## config.mk

```make
export PLATFORM = sky130hd
export DESIGN_NAME = pkoq_ctrl
export DESIGN_NICKNAME = d
export VERILOG_FILES = /design/src/rtl/pkoq_pkg.sv /design/src/rtl/pkoq_ctrl.sv
export SDC_FILE = /design/constraint.sdc
export NUM_CORES = 1
export LEC_CHECK = 0
export ABC_CLOCK_PERIOD_IN_PS = 4200
export BUFFER_PORTS_ARGS = -buffer_cell sky130_fd_sc_hd__buf_2
export CAP_MARGIN = 30
export CORE_AREA = 2 2 39 41
export CTS_CLUSTER_SIZE = 28
export DETAILED_ROUTE_END_ITERATION = 12
export DIE_AREA = 0 0 41 43
export GPL_TIMING_DRIVEN = 0
export PLACE_DENSITY = 0.83
export SLEW_MARGIN = 20
export SYNTH_ARGS = -nofsm -noshare
export SYNTH_HDL_FRONTEND = slang
export SYNTH_SLANG_ARGS = --single-unit
```

## constraint.sdc

```tcl
create_clock -name clk_i -period 4.2 [get_ports clk_i]
set_input_delay 0.42 -clock clk_i [delete_from_list [all_inputs] [get_ports clk_i]]
set_output_delay 0.42 -clock clk_i [all_outputs]
set_load 0.02 [all_outputs]
```

## src/rtl/pkoq_pkg.sv

```systemverilog
// Package: shared types and codes for the per-key order queue.
`default_nettype none
package pkoq_pkg;

  localparam logic [1:0] CMD_ADD     = 2'd0;
  localparam logic [1:0] CMD_CHECK   = 2'd1;
  localparam logic [1:0] CMD_RELEASE = 2'd2;

  localparam logic [1:0] ST_OK         = 2'd0;
  localparam logic [1:0] ST_UNKNOWN    = 2'd1;
  localparam logic [1:0] ST_TABLE_FULL = 2'd2;
  localparam logic [1:0] ST_QUEUE_FULL = 2'd3;

  typedef struct packed {
    logic [1:0]         cmd;
    logic               is_extract;
    logic               is_packing;
    logic [15:0]        unit_number;
    logic signed [31:0] port_offset;
    logic [63:0]        op_id;
  } in_item_t;

  typedef struct packed {
    logic       may_issue;
    logic [1:0] status;
  } out_item_t;

  // controller -> datapath
  typedef struct packed {
    logic load;    // capture the accepted item
    logic lookup;  // register key match and free slot
    logic alloc;   // take the free slot for a new key
    logic append;  // append to the matched queue
    logic read;    // read the head entry of the matched queue
    logic pop;     // pop the head of the matched queue
  } dp_cmd_t;

  // datapath -> controller
  typedef struct packed {
    logic       ordered;
    logic [1:0] cmd;
    logic       hit;
    logic       free_ok;
    logic       full;
    logic       match;
  } dp_stat_t;

endpackage
`default_nettype wire

```

## src/rtl/pkoq_ctrl.sv

```systemverilog
// Controller: sequencing state machine and result register.
`default_nettype none
module pkoq_ctrl (
  input  wire                 logic clk_i,
  input  wire                 logic rst_ni,
  input  wire                 logic in_valid_i,
  output logic                      in_stall_o,
  output logic                      out_valid_o,
  input  wire                 logic out_stall_i,
  output pkoq_pkg::out_item_t       out_item_o,
  output pkoq_pkg::dp_cmd_t         cmd_o,
  input  wire pkoq_pkg::dp_stat_t   stat_i
);
  import pkoq_pkg::*;

  typedef enum logic [4:0] {
    S_IDLE = 5'b00001,
    S_LOOK = 5'b00010,
    S_EXEC = 5'b00100,
    S_CMP  = 5'b01000,
    S_DONE = 5'b10000
  } state_e;

  state_e    state_q, state_d;
  out_item_t res_q, res_d;
  out_item_t out_q, out_d;
  logic      out_valid_q, out_valid_d;

  always_comb begin
    state_d     = state_q;
    res_d       = res_q;
    out_d       = out_q;
    out_valid_d = out_valid_q;
    cmd_o       = '0;
    in_stall_o  = 1'b1;
    if (out_valid_q && !out_stall_i) out_valid_d = 1'b0;
    case (state_q)
      S_IDLE: begin
        in_stall_o = 1'b0;
        if (in_valid_i) begin
          cmd_o.load = 1'b1;
          state_d    = S_LOOK;
        end
      end
      S_LOOK: begin
        cmd_o.lookup = 1'b1;
        state_d      = S_EXEC;
      end
      S_EXEC: begin
        res_d   = '{may_issue: 1'b0, status: ST_OK};
        state_d = S_DONE;
        if (!stat_i.ordered) begin
          res_d.may_issue = 1'b1;
        end else begin
          case (stat_i.cmd)
            CMD_ADD: begin
              if (!stat_i.hit) begin
                if (stat_i.free_ok) begin
                  cmd_o.alloc     = 1'b1;
                  res_d.may_issue = 1'b1;
                end else begin
                  res_d.status = ST_TABLE_FULL;
                end
              end else if (stat_i.full) begin
                res_d.status = ST_QUEUE_FULL;
              end else begin
                cmd_o.append = 1'b1;
              end
            end
            CMD_CHECK, CMD_RELEASE: begin
              if (!stat_i.hit) begin
                res_d.status = ST_UNKNOWN;
              end else begin
                cmd_o.read = 1'b1;
                state_d    = S_CMP;
              end
            end
            default: ;
          endcase
        end
      end
      S_CMP: begin
        if (stat_i.match) begin
          res_d.may_issue = 1'b1;
          cmd_o.pop       = (stat_i.cmd == CMD_RELEASE);
        end
        state_d = S_DONE;
      end
      S_DONE: begin
        if (!out_valid_q || !out_stall_i) begin
          out_d       = res_q;
          out_valid_d = 1'b1;
          state_d     = S_IDLE;
        end
      end
      default: state_d = S_IDLE;
    endcase
  end

  always_ff @(posedge clk_i or negedge rst_ni) begin
    if (!rst_ni) begin
      state_q     <= S_IDLE;
      out_valid_q <= 1'b0;
    end else begin
      state_q     <= state_d;
      out_valid_q <= out_valid_d;
    end
  end

  always_ff @(posedge clk_i) begin
    res_q <= res_d;
    out_q <= out_d;
  end

  assign out_valid_o = out_valid_q;
  assign out_item_o  = out_q;

endmodule
`default_nettype wire

```

==> summary.md, run 1 <==
| Metric | Value |
|---|---|
| Post-DP Area | `781 um^2` |
| Flop pwr share | `0.445` |
| Hold_buf cts | `1` |
| Final net count | `102` |
| Grt ovf | `0` |
| Avg Cell Area, Syn | `10.7 um^2` |
| CP cell instances | `clkbuf_2 > nor3_1 > nand3b_1 > nor3b_1 > buf_2` |
| Net count after synthesis | `75` |
| DRT iter0 DRCs | `8` |
| Setup TNS | `0 ns` |
| Total CTS buffers | `3` |
| Diodes inserted | `0` |
| Pin count of the biggest net entering global routing | `9` |
| Crit start category | `register` |
| Unrepaired setup endpoints after global routing | `false` |
| Final GP Congestion | `0.792` |
| Share of layout cells above drive strength 1 | `0.356` |
| Crit path from | `state_q[1]` |
| Starting Density | `0.474` |
| Clock transition at path regs | `0.07 ns` |
| Worst path required time | `3.78 ns` |
| Crit-path max FO | `8` |
| Pins Over Slew Limit | `0` |
| Post-CTS setup buffer count | `0` |
| Die W | `41 um` |
| Final setup fails | `0` |
| Cell variety after synth | `25` |
| Height of the die | `43 um` |
| HP Class | `input port to register` |
| Critical path's top delay family | `simple AND/OR/NAND/NOR gates` |
| Worst setup path endpoint | `cmd_o[3]` |
| Vias post-DR | `529` |
| CTS resizes | `0` |
| CTS sink cnt | `12` |
| Pint | `0.241 mW` |
| Crit. path cell count | `5` |
| ANT nets after route | `0` |
| Switching share of power | `0.347` |
| R2R Path Start | `state_q[2]` |
| Minimum clock period | `2.21 ns` |
| Sequential area share after synthesis | `0.506` |
| Cell Area, Synth | `656 um^2` |
| Skew-Pair Late Insertion Delay | `0.26 ns` |
| Critical path arrival | `1.79 ns` |
| Pwr Density | `452 nW/um^2` |
| VDD IR max | `0.000217 V` |
| Critical path's slowest cell | `dfrtp_1` |
| Clock share of power | `0.188` |
| Crit path capture type | `output pin` |
| Status | `completed` |
| R2R setup slack | `2.50 ns` |
| Routed len/inst | `10.6 um` |
| Crit path kind | `register to output pin` |
| Die area | `1760 um^2` |
| Max-cap viol count | `0` |
| PortBufs | `21` |
| Combinational Power Share | `0.367` |
| CTS Root Cell | `clkbuf_4` |
| DP Wirelength | `856 um` |
| Worst Tran Pin Value | `0.397 ns` |
| Initial antenna violation count | `0` |
| Final Hold Fails | `0` |
| Fmax | `453 MHz` |
| Leak pwr | `0.400 nW` |
| YS warnings | `0` |
| CTS tree | `built` |
| Worst r2r dst | `out_item_o[0]` |
| Finished Cell Area | `817 um^2` |
| CP max stage delay | `0.36 ns` |
| Post-Synthesis Cells | `61` |
| Synth Register Bits | `12` |
| Residual DRC count | `0` |
| Max Root-Sink Buffers | `2` |
| First-pass GRT wire length | `1910 um` |
| Vias per cell | `5.14` |
| Core ar. | `1380 um^2` |
| WL final | `1090 um` |
| Area delta synth->final | `24.6%` |
| Part of the cycle the worst path needs | `0.526` |
| Pre-antenna DRT Iters | `3` |
| Worst r2r path cells | `3` |
| CTS H-tree depth | `1` |
| Worst slew margin | `0.733` |
| Net switching power | `0.128 mW` |
| Worst Skew | `0.00282 ns` |
| Cell row count | `14` |
| GRT Resource Usage Total | `0.156` |
| I/O pins | `22` |
| Buf/Inv on CP | `2` |
| Vias in the first global route | `501` |
-- kinds of logic after synthesis --
| group | synth area share |
|---|---|
| fa+ha+maj | 0.0573 |
| flops | 0.506 |
| xor+xnor | 0.0134 |
| buf+inv | 0.0363 |
| compound gates | 0.0878 |
| simple gates | 0.300 |
-- how the worst min path moves through the flow --
stage                           from     endpoint  slack, ns  depth (start not counted)
after floorplan               rst_ni  out_valid_o       0.12                          0
after detailed placement      rst_ni  out_valid_o       0.25                          1
final                     in_valid_i   state_q[0]       0.32                          2
after CTS                 in_valid_i   state_q[0]       0.31                          2
after global routing      in_valid_i   state_q[0]       0.33                          2
after global placement        rst_ni   state_q[1]       0.25                          1
-- through the flow --
step | power [mW] | instances | utilization | hold WS [ns] | setup slack [ns]
6_report | 0.369 | 103 | 0.590 | 0.316 | 1.99
5_1_grt | 0.398 | 103 | 0.590 | 0.329 | 1.82
4_1_cts | 0.372 | 103 | 0.590 | 0.311 | 1.97
3_5_place_dp | 0.302 | 98 | 0.564 | 0.247 | 2.27
3_3_place_gp | 0.297 | 98 | 0.564 | 0.248 | 2.32
2_1_floorplan | 0.265 | 61 | - | 0.124 | 2.23
-- sequential cells by signal, indices dropped and copies added (netlist names) --
name / cells
state_q: 5
out_item_o: 3
res_q: 3
out_valid_o: 1
-- area by class of cell --
type | instances | area, um^2
tap | 16 | 20.0
inverter | 5 | 18.8
clock inverter | 1 | 3.75
buffer | 1 | 5.00
timing repair buffer | 22 | 115
fill | 131 | 567
multi-input combinational | 43 | 300
clock buffer | 3 | 22.5
sequential | 12 | 332
-- synthesized netlist by cell type, drive strengths merged --
library cell,n,area [um^2]
dfstp,1,26.3
nor2,1,3.75
inv,5,18.8
o211a,1,10.0
ha,3,37.5
o32ai,1,8.76
nand3b,2,15.0
and3,4,25.0
o21ai,2,10.0
nand2b,3,18.8
nand3,2,10.0
edfxtp,6,180
nor3b,3,22.5
dfrtp,5,125
nor3,3,15.0
nor2b,3,18.8
a21oi,2,13.8
xor2,1,8.76
nand2,6,22.5
clkbuf,1,5.00
and3b,1,10.0
or3,2,22.5
o221ai,1,15.0
nor4,2,12.5
-- power groups by stage --
stage,clock (mW),sequential [mW],combinational [mW]
floorplan,0,0.165,0.100
global placement,0,0.166,0.131
detailed placement,0,0.167,0.135
CTS,0.0713,0.164,0.137
global route,0.0761,0.169,0.153
finish,0.0694,0.164,0.136
-- cells in the final DEF, fill, tap and decap left out, types with 2 or more instances in the layout --
| master | count |
|---|---|
| nor3b_1 | 3 |
| inv_1 | 5 |
| nand2b_1 | 3 |
| buf_2 | 21 |
| nor4_1 | 2 |
| and3_1 | 4 |
| nand2_1 | 6 |
| nand3b_1 | 2 |
| dfrtp_1 | 5 |
| o21ai_0 | 2 |
| nor2b_1 | 3 |
| clkbuf_4 | 3 |
| ha_1 | 3 |
| or3_4 | 2 |
| edfxtp_1 | 6 |
| nand3_1 | 2 |
| nor3_1 | 3 |
-- metal layers --
layer,share of wire,vias up,track usage,routed length (um)
met5,0,-,0,0
li1,-,274,-,-
met4,0.025,0,0.100,27
met1,0.44,241,0.190,485
met3,0.038,2,0.0157,42
met2,0.49,12,0.247,536
(Power assumes the default switching activity.)
==> run 2, diff against run 1 <==
Settings changed: ABC_CLOCK_PERIOD_IN_PS 4200 to 1900, CORE_AREA 2 2 39 41 to not set, CORE_MARGIN set to 2, CORE_UTILIZATION set to 42, DIE_AREA 0 0 41 43 to not set, PLACE_DENSITY 0.83 to 0.76.
Clock period 4.2 ns to 1.9 ns, I/O delays scaled along.
==> run 2 against run 1 <==
  * Critical path depth is the same
  * Die area grew 7.4%
  * Register-to-register slack lost 2.3 ns
  * Non-clock buffer count grew 1
  * Cell count grew 0.97%
  * Largest power group unchanged
  * Core utilization shrank 2.3 points
  * Combinational power grew 120%
==> summary.md, run 2 (synthesis gave the netlist of run 1 again) <==
| Metric | Value |
|---|---|
| Grt ovf | `0 (unchanged)` |
| Worst hold slack | `0.0878 ns (-0.228 ns)` |
| Final Hold Fails | `0 (unchanged)` |
| Worst Tran Pin Value | `0.426 ns (+0.0288 ns)` |
| DRT iter0 DRCs | `14 (+6)` |
| Vias post-DR | `550 (+4.0%)` |
| Crit path kind | `register to output pin` |
| Critical path's top delay family | `simple AND/OR/NAND/NOR gates` |
| Commonest non-fill, non-tap cell in the layout | `buf_2` |
| Largest Register | `state_q` |
| Pins Over Slew Limit | `0 (unchanged)` |
| Setup TNS | `0 ns (unchanged)` |
| Routed len/inst | `12.0 um (+13%)` |
| Max Root-Sink Buffers | `2 (unchanged)` |
| Pre-antenna DRT Iters | `4 (+1)` |
| Final net count | `103 (+0.98%)` |
| Vias in the first global route | `507 (+1.2%)` |
| Minimum clock period | `1.77 ns` |
| CP max stage delay | `0.47 ns (+0.11 ns)` |
| Pin count of the biggest net entering global routing | `9 (unchanged)` |
| Worst slew margin | `0.713 (-0.0194)` |
| Final setup fails | `0 (unchanged)` |
| Status | `completed` |
| Part of the cycle the worst path needs | `0.930` |
| Skew-Pair Late Insertion Delay | `0.27 ns (about the same)` |
| Commonest cells after routing, fill and taps aside | `buf_2, nand2_1, edfxtp_1` |
| Unrepaired setup endpoints after global routing | `false` |
| GRT Resource Usage Total | `0.159 (+0.00279)` |
| WL final | `1250 um (+14%)` |
| ANT nets after route | `0 (unchanged)` |
| Die W | `43.5 um (+6.1%)` |
| HP Class | `input port to register` |
| Diodes inserted | `0 (unchanged)` |
| Crit-path max FO | `8 (unchanged)` |
| Final GP Congestion | `0.749 (-5.4%)` |
| Residual DRC count | `0 (unchanged)` |
| Total CTS buffers | `3 (unchanged)` |
| Max-cap viol count | `0 (unchanged)` |
| Core ar. | `1490 um^2 (+7.6%)` |
| PortBufs | `21 (unchanged)` |
| Leak pwr | `0.406 nW (+1.5%)` |
| CTS Root Cell | `clkbuf_4` |
| Crit start category | `register` |
| Worst path required time | `1.71 ns (-2.07 ns)` |
| Height of the die | `43.5 um (+1.2%)` |
| Clock transition at path regs | `0.07 ns (about the same)` |
| Worst Skew | `0.00255 ns (-0.000269 ns)` |
| Vias per cell | `5.29 (+3.0%)` |
| First-pass GRT wire length | `2140 um (+12%)` |
| Cell row count | `14 (unchanged)` |
| Pwr Density | `1020 nW/um^2 (+120%)` |
| Crit path capture type | `output pin` |
| Layout fillers | `133 (+1.5%)` |
| CP cell instances | `nor3_4 > nand3b_1 > buf_4 > nor2b_1 > buf_2` |
| Critical path's slowest cell | `dfrtp_2` |
| DP Wirelength | `966 um (+13%)` |
| VDD IR max | `0.000636 V (+190%)` |
| Buf/Inv on CP | `2 (unchanged)` |
| Die area | `1890 um^2 (+7.4%)` |
| Area delta synth->final | `28.8%` |
| Max FFs per register | `5 (unchanged)` |
| CTS tree | `built` |
| Share of layout cells above drive strength 1 | `0.398 (+0.0414)` |
| CTS sink cnt | `12 (unchanged)` |
| Finished Core Util | `0.567 (-0.0232)` |
| CTS H-tree depth | `1 (unchanged)` |
| I/O pins | `22 (unchanged)` |
| Starting Density | `0.440 (-0.0334)` |
| Critical path arrival | `1.58 ns (-0.21 ns)` |
| Overall Power | `0.857 mW (+130%)` |
| Fmax | `566 MHz` |
| Initial antenna violation count | `0 (unchanged)` |
run 2: what timing repair did:
| action | in CTS | in global routing |
|---|---|---|
| setup endpoints to repair | 3 | 2 |
| hold endpoints to repair | 6 | 0 |
| pin swaps | 1 | 1 |
| gates resized for setup | 1 | 3 |
| hold buffers | 1 | 0 |
| buffers inserted | 1 | 1 |
run 2: metrics by stage:
| step | std cells | instance area (um^2) | setup slack, ns |
|---|---|---|---|
| after floorplan | 61 | 656 | 0.160 |
| after global placement | 98 | 781 | 0.217 |
| after detailed placement | 98 | 781 | 0.197 |
| after CTS | 104 | 830 | 0.0502 |
| after global routing | 104 | 845 | 0.0262 |
| final | 104 | 845 | 0.133 |
run 2: cell type report:
cell class / count / area (um^2) / share of cell area
inverter: 5 / 18.8 / 0.0222
multi-input combinational: 43 / 317 / 0.375
tap: 16 / 20.0 / 0.0237
clock buffer: 3 / 22.5 / 0.0267
sequential: 12 / 333 / 0.394
clock inverter: 1 / 3.75 / 0.00444
timing repair buffer: 24 / 130 / 0.154
run 2: layer usage:
layer	routed length [um]	GRT usage
met5	0	0
met1	550	0.200
met2	609	0.242
met3	53	0.0250
met4	31	0.127
run 2: worst paths after layout:
check / slack (ns) / end / startpoint / cells past startpoint
max in group asynchronous: 1.41 / state_q[0] / rst_ni / 2
worst min-delay path: 0.09 / state_q[0] / in_valid_i / 2
worst max register to register: 0.18 / out_item_o[0] / state_q[2] / 3
worst min register to register: 0.42 / out_item_o[0] / res_q[0] / 0
min in group asynchronous: 0.27 / state_q[4] / rst_ni / 2
worst max-delay path: 0.13 / cmd_o[1] / state_q[1] / 5
run 2: power by group:
group          switching [mW]  internal, mW  leakage (nW)
logic                   0.156         0.148         0.259
clock network          0.0821        0.0761        0.0154
registers              0.0685         0.326         0.132
total                   0.307         0.551         0.406
